==> src/design/lpqd_pkg.sv <==
// ----------------------------------------------------------------------------
// lpqd_pkg
// Shared types and constants for the lidar point qualify/decimate filter.
// ----------------------------------------------------------------------------
package lpqd_pkg;

    // Coordinate width, used by the payload structs below
    localparam int COORD_BITS = 24;

    // Default queue depths
    localparam int MID_DEPTH_DEF = 4;
    localparam int OUT_DEPTH_DEF = 4;

    // Configuration reset values
    localparam logic [7:0]  LINE_COUNT_RST = 8'd6;
    localparam logic [7:0]  DECIMATION_RST = 8'd1;
    localparam logic [15:0] BLIND_MM_RST   = 16'd4000;

    // Return number codes (tag bits 5:4)
    localparam logic [1:0] RET_FIRST  = 2'b00;
    localparam logic [1:0] RET_SECOND = 2'b01;

    // Configuration register indexes
    typedef enum logic [1:0] {
        CFG_LINE_COUNT = 2'd0,
        CFG_DECIMATION = 2'd1,
        CFG_BLIND_MM   = 2'd2
    } cfg_idx_t;

    typedef struct packed {
        logic [7:0]  line_count;
        logic [7:0]  decimation;
        logic [15:0] blind_mm;
    } cfg_t;

    typedef struct packed {
        logic                         frame_start;
        logic signed [COORD_BITS-1:0] pos_x;
        logic signed [COORD_BITS-1:0] pos_y;
        logic signed [COORD_BITS-1:0] pos_z;
        logic [7:0]                   reflectivity;
        logic [31:0]                  offset_ns;
        logic [7:0]                   scan_line;
        logic [7:0]                   tag_bits;
    } point_t;

    typedef struct packed {
        logic signed [COORD_BITS-1:0] out_x;
        logic signed [COORD_BITS-1:0] out_y;
        logic signed [COORD_BITS-1:0] out_z;
        logic [7:0]                   intensity;
        logic [31:0]                  time_ns;
    } result_t;

    // Sampled point handed from front to back
    typedef struct packed {
        result_t pt;
        logic    differs;
    } sample_t;

endpackage

==> src/design/lpqd_fifo.sv <==
// ----------------------------------------------------------------------------
// lpqd_fifo
// Small register-based queue, first-word fall-through.
// ----------------------------------------------------------------------------
module lpqd_fifo #(
    parameter int WIDTH = 8,
    parameter int DEPTH = 4
) (
    input  logic             clk,
    input  logic             rst_n,
    input  logic             push,
    input  logic [WIDTH-1:0] data_in,
    output logic             full,
    input  logic             pop,
    output logic [WIDTH-1:0] data_out,
    output logic             empty
);

    localparam int PTR_W = (DEPTH > 1) ? $clog2(DEPTH) : 1;
    localparam int CNT_W = $clog2(DEPTH + 1);

    logic [WIDTH-1:0] slot_reg [DEPTH];
    logic [PTR_W-1:0] wr_ptr_reg, wr_ptr_next;
    logic [PTR_W-1:0] rd_ptr_reg, rd_ptr_next;
    logic [CNT_W-1:0] count_reg, count_next;
    logic             do_push;
    logic             do_pop;

    assign full     = (count_reg == CNT_W'(DEPTH));
    assign empty    = (count_reg == '0);
    assign do_push  = push && !full;
    assign do_pop   = pop && !empty;
    assign data_out = slot_reg[rd_ptr_reg];

    // Pointer and fill count update
    always_comb
    begin
        wr_ptr_next = wr_ptr_reg;
        rd_ptr_next = rd_ptr_reg;
        count_next  = count_reg;
        if (do_push)
        begin
            wr_ptr_next = (wr_ptr_reg == PTR_W'(DEPTH - 1)) ? '0 : wr_ptr_reg + 1'b1;
        end
        if (do_pop)
        begin
            rd_ptr_next = (rd_ptr_reg == PTR_W'(DEPTH - 1)) ? '0 : rd_ptr_reg + 1'b1;
        end
        if (do_push && !do_pop)
        begin
            count_next = count_reg + 1'b1;
        end
        else if (do_pop && !do_push)
        begin
            count_next = count_reg - 1'b1;
        end
    end

    always_ff @(posedge clk or negedge rst_n)
    begin
        if (!rst_n)
        begin
            wr_ptr_reg <= '0;
            rd_ptr_reg <= '0;
            count_reg  <= '0;
        end
        else
        begin
            wr_ptr_reg <= wr_ptr_next;
            rd_ptr_reg <= rd_ptr_next;
            count_reg  <= count_next;
        end
    end

    // Storage, no reset needed
    always_ff @(posedge clk)
    begin
        if (do_push)
        begin
            slot_reg[wr_ptr_reg] <= data_in;
        end
    end

endmodule

==> src/design/lpqd_front.sv <==
// ----------------------------------------------------------------------------
// lpqd_front
// Qualifies each point, runs the decimation counter and tracks the last sampled
// point (cleared by any unsampled point); sampled points go to the middle queue with a "differs" flag.
// ----------------------------------------------------------------------------
module lpqd_front
    import lpqd_pkg::*;
(
    input  logic    clk,
    input  logic    rst_n,
    input  cfg_t    cfg,
    input  logic    push,
    input  point_t  point,
    output logic    full,
    input  logic    mid_full,
    output logic    mid_push,
    output sample_t mid_item
);

    logic [7:0]                   cnt_reg, cnt_next;
    logic signed [COORD_BITS-1:0] prev_x_reg, prev_x_next;
    logic signed [COORD_BITS-1:0] prev_y_reg, prev_y_next;
    logic signed [COORD_BITS-1:0] prev_z_reg, prev_z_next;
    logic                         accept;
    logic                         pt_valid;
    logic [1:0]                   ret;
    logic [8:0]                   cnt_inc;
    logic                         sample_hit;

    assign full   = mid_full;
    assign accept = push && !mid_full;

    // Classification
    assign ret        = point.tag_bits[5:4];
    assign pt_valid   = (point.scan_line < cfg.line_count) &&
                        ((ret == RET_FIRST) || (ret == RET_SECOND));
    assign cnt_inc    = {1'b0, cnt_reg} + 9'd1;
    assign sample_hit = !point.frame_start && pt_valid &&
                        !(cnt_inc < {1'b0, cfg.decimation});

    // State update on each accepted point
    always_comb
    begin
        cnt_next    = cnt_reg;
        prev_x_next = prev_x_reg;
        prev_y_next = prev_y_reg;
        prev_z_next = prev_z_reg;
        if (accept)
        begin
            if (sample_hit)
            begin
                cnt_next    = '0;
                prev_x_next = point.pos_x;
                prev_y_next = point.pos_y;
                prev_z_next = point.pos_z;
            end
            else
            begin
                prev_x_next = '0;
                prev_y_next = '0;
                prev_z_next = '0;
                if (point.frame_start)
                begin
                    cnt_next = '0;
                end
                else if (pt_valid)
                begin
                    cnt_next = cnt_inc[7:0];
                end
            end
        end
    end

    always_ff @(posedge clk or negedge rst_n)
    begin
        if (!rst_n)
        begin
            cnt_reg    <= '0;
            prev_x_reg <= '0;
            prev_y_reg <= '0;
            prev_z_reg <= '0;
        end
        else
        begin
            cnt_reg    <= cnt_next;
            prev_x_reg <= prev_x_next;
            prev_y_reg <= prev_y_next;
            prev_z_reg <= prev_z_next;
        end
    end

    // Sampled point to the middle queue
    assign mid_push             = accept && sample_hit;
    assign mid_item.pt.out_x     = point.pos_x;
    assign mid_item.pt.out_y     = point.pos_y;
    assign mid_item.pt.out_z     = point.pos_z;
    assign mid_item.pt.intensity = point.reflectivity;
    assign mid_item.pt.time_ns   = point.offset_ns;
    assign mid_item.differs      = (point.pos_x != prev_x_reg) ||
                                   (point.pos_y != prev_y_reg) ||
                                   (point.pos_z != prev_z_reg);

endmodule

==> src/design/lpqd_back.sv <==
// ----------------------------------------------------------------------------
// lpqd_back
// Blind-zone test: squares the coordinate magnitudes in one registered stage,
// then sums and compares against the squared radius and pushes kept points.
// ----------------------------------------------------------------------------
module lpqd_back
    import lpqd_pkg::*;
(
    input  logic          clk,
    input  logic          rst_n,
    input  logic [15:0]   blind_mm,
    input  logic          mid_empty,
    input  sample_t       mid_item,
    output logic          mid_pop,
    input  logic          out_full,
    output logic          out_push,
    output result_t       out_item
);

    localparam int SQ_W  = 2 * COORD_BITS;
    localparam int SUM_W = SQ_W + 2;

    logic [COORD_BITS-1:0] mag_x, mag_y, mag_z;
    logic [SQ_W-1:0]       sq_x_next, sq_y_next, sq_z_next;
    logic [SQ_W-1:0]       sq_x_reg, sq_y_reg, sq_z_reg;
    logic [31:0]           blind2_reg, blind2_next;
    logic                  s1_valid_reg, s1_valid_next;
    result_t               s1_pt_reg;
    logic                  s1_differs_reg;
    logic                  s1_advance;
    logic [SUM_W-1:0]      dist2;
    logic                  keep;

    function automatic logic [COORD_BITS-1:0] mag_of(input logic [COORD_BITS-1:0] v);
        logic [COORD_BITS-1:0] r;
        r = v[COORD_BITS-1] ? (~v + 1'b1) : v;
        return r;
    endfunction

    // Squared radius, follows the register
    assign blind2_next = 32'(blind_mm) * 32'(blind_mm);

    // Stage 1: magnitudes and squares
    assign mag_x     = mag_of(mid_item.pt.out_x);
    assign mag_y     = mag_of(mid_item.pt.out_y);
    assign mag_z     = mag_of(mid_item.pt.out_z);
    assign sq_x_next = SQ_W'(mag_x) * SQ_W'(mag_x);
    assign sq_y_next = SQ_W'(mag_y) * SQ_W'(mag_y);
    assign sq_z_next = SQ_W'(mag_z) * SQ_W'(mag_z);

    assign s1_advance    = !s1_valid_reg || !out_full;
    assign mid_pop       = !mid_empty && s1_advance;
    assign s1_valid_next = mid_pop ? 1'b1 : (s1_advance ? 1'b0 : s1_valid_reg);

    always_ff @(posedge clk or negedge rst_n)
    begin
        if (!rst_n)
        begin
            s1_valid_reg <= 1'b0;
            blind2_reg   <= 32'(BLIND_MM_RST) * 32'(BLIND_MM_RST);
        end
        else
        begin
            s1_valid_reg <= s1_valid_next;
            blind2_reg   <= blind2_next;
        end
    end

    always_ff @(posedge clk)
    begin
        if (mid_pop)
        begin
            s1_pt_reg      <= mid_item.pt;
            s1_differs_reg <= mid_item.differs;
            sq_x_reg       <= sq_x_next;
            sq_y_reg       <= sq_y_next;
            sq_z_reg       <= sq_z_next;
        end
    end

    // Stage 2: sum, compare, push kept point
    assign dist2    = SUM_W'(sq_x_reg) + SUM_W'(sq_y_reg) + SUM_W'(sq_z_reg);
    assign keep     = s1_differs_reg && (dist2 > SUM_W'(blind2_reg));
    assign out_push = s1_valid_reg && !out_full && keep;
    assign out_item = s1_pt_reg;

endmodule

==> src/design/lidar_point_qualify_decimate_filter_core.sv <==
// ----------------------------------------------------------------------------
// lidar_point_qualify_decimate_filter_core
// Lidar point qualifier, decimator and blind-zone filter.
//
//   Channel  Handshake          Payload     Notes
//   point    push / full        point_t     one point per beat
//   result   empty / pop        result_t    oldest kept point while !empty
//   config   cfg_valid/ready    idx + data  line_count, decimation, blind_mm
//
// One point is accepted per cycle unless the front stalls; a kept point passes
// the middle queue, stage-1 register and result queue. The front stalls only
// when the middle queue is full; the square/compare stage stalls only when the
// result queue is full. Reset puts the config registers at their defaults and
// empties both queues. No clearing pass after reset.
// ----------------------------------------------------------------------------
module lidar_point_qualify_decimate_filter_core
    import lpqd_pkg::*;
#(
    parameter int MID_DEPTH = MID_DEPTH_DEF,
    parameter int OUT_DEPTH = OUT_DEPTH_DEF
) (
    input  logic        clk,
    input  logic        rst_n,
    input  logic        push,
    input  point_t      point,
    output logic        full,
    output logic        empty,
    input  logic        pop,
    output result_t     result,
    input  logic        cfg_valid,
    output logic        cfg_ready,
    input  logic [1:0]  cfg_index,
    input  logic [15:0] cfg_data
);

    cfg_t    cfg_reg, cfg_next;
    logic    mid_push, mid_full, mid_pop, mid_empty;
    sample_t mid_in, mid_out;
    logic    out_push, out_full;
    result_t out_in;

    // Configuration registers
    assign cfg_ready = 1'b1;

    always_comb
    begin
        cfg_next = cfg_reg;
        if (cfg_valid)
        begin
            unique case (cfg_idx_t'(cfg_index))
                CFG_LINE_COUNT: cfg_next.line_count = cfg_data[7:0];
                CFG_DECIMATION: cfg_next.decimation = cfg_data[7:0];
                CFG_BLIND_MM:   cfg_next.blind_mm   = cfg_data;
                default:        cfg_next            = cfg_reg;
            endcase
        end
    end

    always_ff @(posedge clk or negedge rst_n)
    begin
        if (!rst_n)
        begin
            cfg_reg.line_count <= LINE_COUNT_RST;
            cfg_reg.decimation <= DECIMATION_RST;
            cfg_reg.blind_mm   <= BLIND_MM_RST;
        end
        else
        begin
            cfg_reg <= cfg_next;
        end
    end

    // Front: qualify and decimate
    lpqd_front u_front (
        .clk      (clk),
        .rst_n    (rst_n),
        .cfg      (cfg_reg),
        .push     (push),
        .point    (point),
        .full     (full),
        .mid_full (mid_full),
        .mid_push (mid_push),
        .mid_item (mid_in)
    );

    // Middle queue
    lpqd_fifo #(
        .WIDTH ($bits(sample_t)),
        .DEPTH (MID_DEPTH)
    ) u_mid_fifo (
        .clk      (clk),
        .rst_n    (rst_n),
        .push     (mid_push),
        .data_in  (mid_in),
        .full     (mid_full),
        .pop      (mid_pop),
        .data_out (mid_out),
        .empty    (mid_empty)
    );

    // Back: blind-zone test
    lpqd_back u_back (
        .clk       (clk),
        .rst_n     (rst_n),
        .blind_mm  (cfg_reg.blind_mm),
        .mid_empty (mid_empty),
        .mid_item  (mid_out),
        .mid_pop   (mid_pop),
        .out_full  (out_full),
        .out_push  (out_push),
        .out_item  (out_in)
    );

    // Result queue
    lpqd_fifo #(
        .WIDTH ($bits(result_t)),
        .DEPTH (OUT_DEPTH)
    ) u_out_fifo (
        .clk      (clk),
        .rst_n    (rst_n),
        .push     (out_push),
        .data_in  (out_in),
        .full     (out_full),
        .pop      (pop),
        .data_out (result),
        .empty    (empty)
    );

    // Checks
    ap_mid_no_overflow: assert property (@(posedge clk) disable iff (!rst_n)
        mid_push |-> !mid_full)
        else $error("middle queue written while full");

    ap_out_no_overflow: assert property (@(posedge clk) disable iff (!rst_n)
        out_push |-> !out_full)
        else $error("result queue written while full");

    ap_mid_no_underflow: assert property (@(posedge clk) disable iff (!rst_n)
        mid_pop |-> !mid_empty)
        else $error("middle queue read while empty");

    ap_sample_from_beat: assert property (@(posedge clk) disable iff (!rst_n)
        mid_push |-> (push && !full && !point.frame_start))
        else $error("sample pushed without an accepted non-frame-start point");

endmodule

==> config.mk <==
export PLATFORM = sky130hd
export DESIGN_NAME = lidar_point_qualify_decimate_filter_core
export DESIGN_NICKNAME = d
export VERILOG_FILES = /design/src/design/lpqd_pkg.sv /design/src/design/lpqd_fifo.sv /design/src/design/lpqd_front.sv /design/src/design/lpqd_back.sv /design/src/design/lidar_point_qualify_decimate_filter_core.sv
export SDC_FILE = /design/constraint.sdc
export NUM_CORES = 2
export LEC_CHECK = 0
export BUFFER_PORTS_ARGS = -buffer_cell sky130_fd_sc_hd__buf_2
export CAP_MARGIN = 20
export CORE_ASPECT_RATIO = 0.9
export CORE_MARGIN = 8
export CORE_UTILIZATION = 40
export DETAILED_ROUTE_END_ITERATION = 10
export PLACE_DENSITY = 0.52
export SYNTH_ARGS = -nofsm -noshare
export SYNTH_HDL_FRONTEND = slang
export SYNTH_SLANG_ARGS = --single-unit
==> constraint.sdc <==
create_clock -name clk -period 46.5 [get_ports clk]
set_input_delay 9.3 -clock clk [delete_from_list [all_inputs] [get_ports clk]]
set_output_delay 9.3 -clock clk [all_outputs]
set_load 0.01 [all_outputs]
Word-level counts from Yosys, hierarchy flattened

Memories as Yosys holds them, arrays and structs flattened.
Cells that the tools add are included.

Register bits after elaboration: 416
Bits in latches: 0
Bits in writable memories: 900
Bits in read-only memories: 0
Input bits: 152
Output and inout bits: 115
Logic and storage cells: 129
Memories: 2

Memory list:

| name                | words | bits a word | read ports | clocked after Yosys merged registers in | write ports | line            | RTL |
|---|---|---|---|---|---|---|---|
| u_mid_fifo.slot_reg | 4     | 113         | 1          | 0                                       | 1           | lpqd_fifo.sv:22 | `logic [WIDTH-1:0] slot_reg [DEPTH];` |
| u_out_fifo.slot_reg | 4     | 112         | 1          | 0                                       | 1           | lpqd_fifo.sv:22 |  |

$add $sub $neg: 14
Multiply operators: 4
Div/mod/pow operators: 0
Order comparisons: 3
Eq/ne operators: 12
Shifts and indexed selects: 0
Mux-type cells: 23
Bitwise operators: 3
Reductions and logical operators: 44

Operator list:

| kind                                           | number |
|---|---|
| multiplier 24 x 24 -> 48 bit                   | 3 |
| two-way mux 24 bit                             | 6 |
| adder 24 x 1 -> 24 bit (second input constant) | 3 |
| inequality test 24 bit                         | 3 |
| NOT 24 bit                                     | 3 |
| adder 50 x 48 -> 50 bit                        | 1 |
| greater-than comparator 50 x 32 -> 1 bit       | 1 |
| adder 48 x 48 -> 49 bit                        | 1 |
| multiplier 16 x 16 -> 32 bit                   | 1 |
| two-way mux 8 bit                              | 3 |
| logical AND 1 bit                              | 17 |
| two-way mux 3 bit                              | 4 |
| logical NOT 1 bit                              | 11 |
| equality test 2 bit (second input constant)    | 5 |
| adder 8 x 1 -> 9 bit (second input constant)   | 1 |
| less-than comparator 9 x 8 -> 1 bit            | 1 |
| adder 2 x 1 -> 2 bit (second input constant)   | 4 |
| less-than comparator 8 bit                     | 1 |
| two-way mux 2 bit                              | 4 |
| AND reduction 2 bit                            | 4 |
| adder 3 x 1 -> 3 bit (second input constant)   | 2 |
| equality test 3 bit (second input constant)    | 2 |
| logical NOT 3 bit                              | 2 |
| two-way mux 1 bit                              | 6 |
| 6 further kinds                                | 14 |

Logic depth before layout (Yosys ltp)

Depth after elaboration: 11
Depth in mapped cells: 43
Gate-level depth less buffers: 38

Cells and area by module

From an unflattened synthesis, not the netlist that was laid out.

Cells, all modules: 8,853
Area total of the unflattened synthesis: 107,971.1 sq um

By module, submodules not included:

| module                                   | instances | cells an instance | area each (sq um) | sequential area each (sq um) |
|---|---|---|---|---|
| lpqd_back                                | 1         | 7,060             | 68,202.9          | 8,346.8 |
| lpqd_fifo (u_mid_fifo)                   | 1         | 628               | 16,724.8          | 13,748.2 |
| lpqd_fifo (u_out_fifo)                   | 1         | 623               | 16,588.4          | 13,628.1 |
| lpqd_front                               | 1         | 472               | 5,210.0           | 2,001.9 |
| lidar_point_qualify_decimate_filter_core | 1         | 70                | 1,244.9           | 812.0 |

Least setup slack after synthesis

OpenSTA, ideal clock, no wires.

Path kind: flip-flop to flip-flop
Start: reg u_back.s1_valid_reg
End: reg u_mid_fifo.count_reg[1]
Library setup time: 0.125 ns
Arrival time: 15.862 ns
Data required time: 46.375 ns
Slack: 30.513 ns
Cell stages (with the launch flop): 7
Buffers on the path: 0
Clock period less this slack: 15.987 ns
Path through: dfrtp_1 a31oi_1 inv_1 ha_1 inv_1 fa_1 mux2_2

Word-level cells in the longest chain between the ends: 7
Elaborated cells between the ends (all ways): 9
Classes of those cells: mux (1); reduce/logical (8)

RTL lines:

| item                         | line                                           | RTL |
|---|---|---|
| start, declared              | lpqd_back.sv:27                                | `logic s1_valid_reg, s1_valid_next;` |
| start signal, assigned       | lpqd_back.sv:64                                | `s1_valid_reg <= s1_valid_next;` |
| logical NOT 1 bit            | lpqd_back.sv:51                                | `assign s1_advance = !s1_valid_reg \|\| !out_full;` |
| logical OR 1 bit             | lpqd_back.sv:51                                |  |
| logical AND 1 bit            | lpqd_back.sv:52                                | `assign mid_pop = !mid_empty && s1_advance;` |
| via mid_pop                  | lidar_point_qualify_decimate_filter_core.sv:37 | `logic mid_push, mid_full, mid_pop, mid_empty;` |
| logical AND 1 bit            | lpqd_fifo.sv:32                                | `assign do_pop = pop && !empty;` |
| logical NOT 1 bit            | lpqd_fifo.sv:49                                | `if (do_push && !do_pop)` |
| logical AND 1 bit            | lpqd_fifo.sv:49                                |  |
| two-way mux 3 bit            | lpqd_fifo.sv:49                                |  |
| via u_mid_fifo.count_next[1] | lpqd_fifo.sv:25                                | `logic [CNT_W-1:0] count_reg, count_next;` |
| end signal, assigned         | lpqd_fifo.sv:71                                | `count_reg <= count_next;` |
| end, declared                | lpqd_fifo.sv:25                                |  |

The timed path passes the listed nets, and every way through them passes these cells.
A chain may end at the register's enable or synchronous reset.

Worst setup path in the final report

Start: in point[9] (netlist name)
End: mem u_mid_fifo.slot_reg[2][5] (netlist name) (enable)

Word-level cells in the longest chain between the ends: 8

RTL lines:

| item                                    | line                                           | RTL |
|---|---|---|
| start, declared                         | lidar_point_qualify_decimate_filter_core.sv:25 | `input point_t point,` |
| less-than comparator 8 bit              | lpqd_front.sv:35                               | `assign pt_valid = (point.scan_line < cfg.line_count) &&` |
| logical AND 1 bit                       | lpqd_front.sv:35                               |  |
| logical AND 1 bit (2 in series)         | lpqd_front.sv:38                               | `assign sample_hit = !point.frame_start && pt_valid &&` |
| logical AND 1 bit                       | lpqd_front.sv:93                               | `assign mid_push = accept && sample_hit;` |
| logical AND 1 bit                       | lpqd_fifo.sv:31                                | `assign do_push = push && !full;` |
| two-way mux 1 bit                       | lpqd_fifo.sv:78                                | `if (do_push)` |
| two-way mux 1 bit (implied by the code) | lpqd_fifo.sv:80                                | `slot_reg[wr_ptr_reg] <= data_in;` |
| end, declared                           | lpqd_fifo.sv:22                                |  |

No other way between the ends.

==> qor.csv <==
stage;metric;value;unit
timing;finalSetupViolCount;0;
clock_tree;cts_sinks;1309;
placement;gp_congestion;0.884;
outcome;outcome;finished, final reports clean;
yosys;ys.flop_type;edfxtp_1;
placement;port_buffers;258;
yosys;async_reset_ff_share;12.1;%
yosys;yosysTopAreaCellShare;32.0;%
worst_setup_path;reg2reg_slack;33.17;ns
yosys;synthTopCellsByArea;edfxtp_1 32%, fa_1 27%, ha_1 8.8%;
floorplan;die_h;509;um
layout;syn2layout_area_growth;10.2;%
worst_setup_path;cp_max_fo;62;
hold_path;whs_endpoint;u_out_fifo.slot_reg[2][49];
detailed_routing;wl;291000;um
worst_setup_path;end_kind;flop;
layout;multi_input_area;61000;um2
layout;regArea;38600;um2
yosys;muxShareOfSynthArea;5.15;%
yosys;yosysMostFrequentCell;inv_1;
detailed_routing;dr.pass1.iters;5;
timing;fmax;70.6;MHz
clock_tree;cts_htree_levels;4;
floorplan;die_w;564;um
yosys;synth_commonest_cells;2050 x inv_1, 1438 x fa_1, 1151 x edfxtp_1;
timing;fin_crit;14.17;ns
floorplan;pin_count;267;
grt;grt_pass1_vias;72400;
timing;slew_viol_final;0;
worst_setup_path;critPathLaunchType;input port;
clock_tree;numCtsBuffers;154;
yosys;syn_area;108000;um2
layout;drive_gt1_share;10.2;%
clock_tree;root_buffer;clkbuf_16;
yosys;seq_area_frac_synth;35.7;%
layout;largest_reg_flops;452;
worst_setup_path;rr_endpoint;u_back.sq_x_reg[47];
timing;clock_skew;0.123;ns
yosys;synth_cells;8995;
worst_setup_path;path_cells;buf_2, ha_1, a21o_1, a21o_1, a21o_1, a21o_1, a21o_1, a21o_1, a211oi_1, a21boi_0, nor3b_2, buf_4, buf_4, and2_4, buf_4;
clock_tree;cts_hold_buf;0;
worst_setup_path;cp_num_buf_inv;4;
timing;max_slew_margin;24.4;%
detailed_routing;antenna_left;0;
hold_path;holdCritStartpoint;u_back.out_item[49];
worst_setup_path;path_delay_family;buffers and inverters;
grt;grt_max_degree;142;
timing;worst_pin_slew;1.12;ns
yosys;synthSimpleGateAreaFrac;6.78;%
grt;grt_pass1_wl;447000;um
worst_setup_path;cp.required;46.85;ns
timing;hold_violations;0;
layout;fin_nets;11700;
worst_setup_path;r2r_cells;34;
yosys;synth-seq-cells;1309;
hold_path;worstHoldPathType;reg2reg;
detailed_routing;num_vias;66500;
placement;hpwl;221000;um
floorplan;dieArea;287000;um2
detailed_routing;wl_per_cell;22.2;um
layout;final_util;44.2;%
timing;finalCritPeriodShare;30.5;%
timing;rsz0062_at_grt;false;
worst_setup_path;setup.worst_path.class;in2reg;
grt;antenna_found_initial;66;
yosys;synthAdderAreaFrac;35.5;%
grt;gr-total-overflow;0;
yosys;synth-compound-area-share;5.42;%
job;max-cap-violations;0;
layout;fillerInstances;25000;
grt;gr-usage-all-layers;20.5;%
detailed_routing;viasPerCell;5.08;
yosys;yosysWarnings;0;
yosys;ys_types;103;
yosys;synth_top_area_cell;edfxtp_1;
clock_tree;clockBufferDepth;4;
worst_setup_path;cp_slowest_stage_delay;0.92;ns
worst_setup_path;cp_data_arrival_time;14.52;ns
worst_setup_path;cpMaxStageDelayCell;and2_4;
layout;design_area;119000;um2
clock_tree;path_clk_slew;0.06;ns
clock_tree;cts_tree;done;
detailed_routing;drc;0;
clock_tree;ctsResizeCount;0;
yosys;syn_area_per_cell;12.0;um2
clock_tree;worstSkewPairLatency;0.85;ns
floorplan;std_cell_rows;181;
yosys;synth_edf_count;1151;
timing;fin_setup_tns;0;ns
yosys;synth_top_family_by_area;adder cells;
clock_tree;cts_setup_buffers;0;
hold_path;hold_depth;0;
floorplan;initial_core_util;40.1;%
floorplan;core;269000;um2
placement;place_area;114000;um2
yosys;synth_xor_area_share;3.31;%
worst_setup_path;timing.rr.start;u_mid_fifo.rd_ptr_reg[0];
detailed_routing;drt_iter0_markers;4599;
worst_setup_path;crit_top_cell;a21o_1;
-- layout by cell type (no fill, tap or decap), types with 25 or more instances in the layout --
cell type / count
a211oi_1: 31
a21o_1: 130
a21oi_1: 232
a22o_1: 79
and2_1: 88
and3_1: 26
buf_2: 257
buf_4: 119
clkbuf_1: 31
clkbuf_16: 157
clkinv_1: 30
conb_1: 52
dfrtp_1: 138
diode_2: 48
edfxtp_1: 1151
fa_1: 1438
ha_1: 762
inv_1: 2050
mux2_2: 44
mux4_2: 218
nand2_1: 631
nand2b_1: 41
nand3_1: 50
nand4_1: 44
nor2_1: 537
nor2b_1: 33
nor3_1: 52
nor4_1: 25
o21a_1: 54
o21ai_0: 143
o21bai_1: 39
xnor2_1: 216
xor2_1: 165
-- worst max-delay path by stage --
stage	startpoint	end	slack [ns]	depth (start not counted)
3_3_place_gp	point[9]	u_mid_fifo.slot_reg[1][5]	31.50	15
4_1_cts	point[9]	u_mid_fifo.slot_reg[3][5]	32.26	15
2_1_floorplan	u_back.s1_valid_reg	u_mid_fifo.count_reg[1]	30.51	6
5_1_grt	point[9]	u_mid_fifo.slot_reg[2][5]	31.99	15
3_5_place_dp	point[9]	u_mid_fifo.slot_reg[2][5]	31.48	15
6_report	point[9]	u_mid_fifo.slot_reg[2][5]	32.33	15
-- per-layer routing --
layer  up-vias  wire length [um]  GRT usage [%]
met4        20              7530           5.28
met5         -               130              0
li1      29900                 -              -
met3       407             19600           3.37
met1     34300            130000           29.1
met2      1853            134000           33.0
-- stage by stage --
stage	std cells	worst slack (ns)	hold WS [ns]
after floorplan	9045	30.51	0.370
after global placement	12800	31.50	0.466
after detailed placement	12800	31.48	0.481
after CTS	13000	32.26	0.442
after global routing	13000	31.99	0.459
final	13100	32.33	0.462
-- logic make-up after synthesis --
group | after synthesis
XOR/XNOR | 402
multiplexers | 274
buffers and inverters | 2298
other | 2
adder cells (fa/ha/maj) | 2200
flip-flops | 1309
AO/OA/AOI/OAI | 879
AND/OR/NAND/NOR | 1631
-- layout make-up --
cell class,count,share of cell area [%]
Inverter,2074,6.54
Sequential cell,1309,32.4
Clock buffer,200,3.54
Timing Repair Buffer,379,1.88
Antenna cell,48,0.101
Multi-Input combinational cell,5438,51.3
Tap cell,3568,3.75
Clock inverter,68,0.499
Power is not shown: default switching activity piles up to over one toggle a cycle in this logic, so the estimate is an artifact.
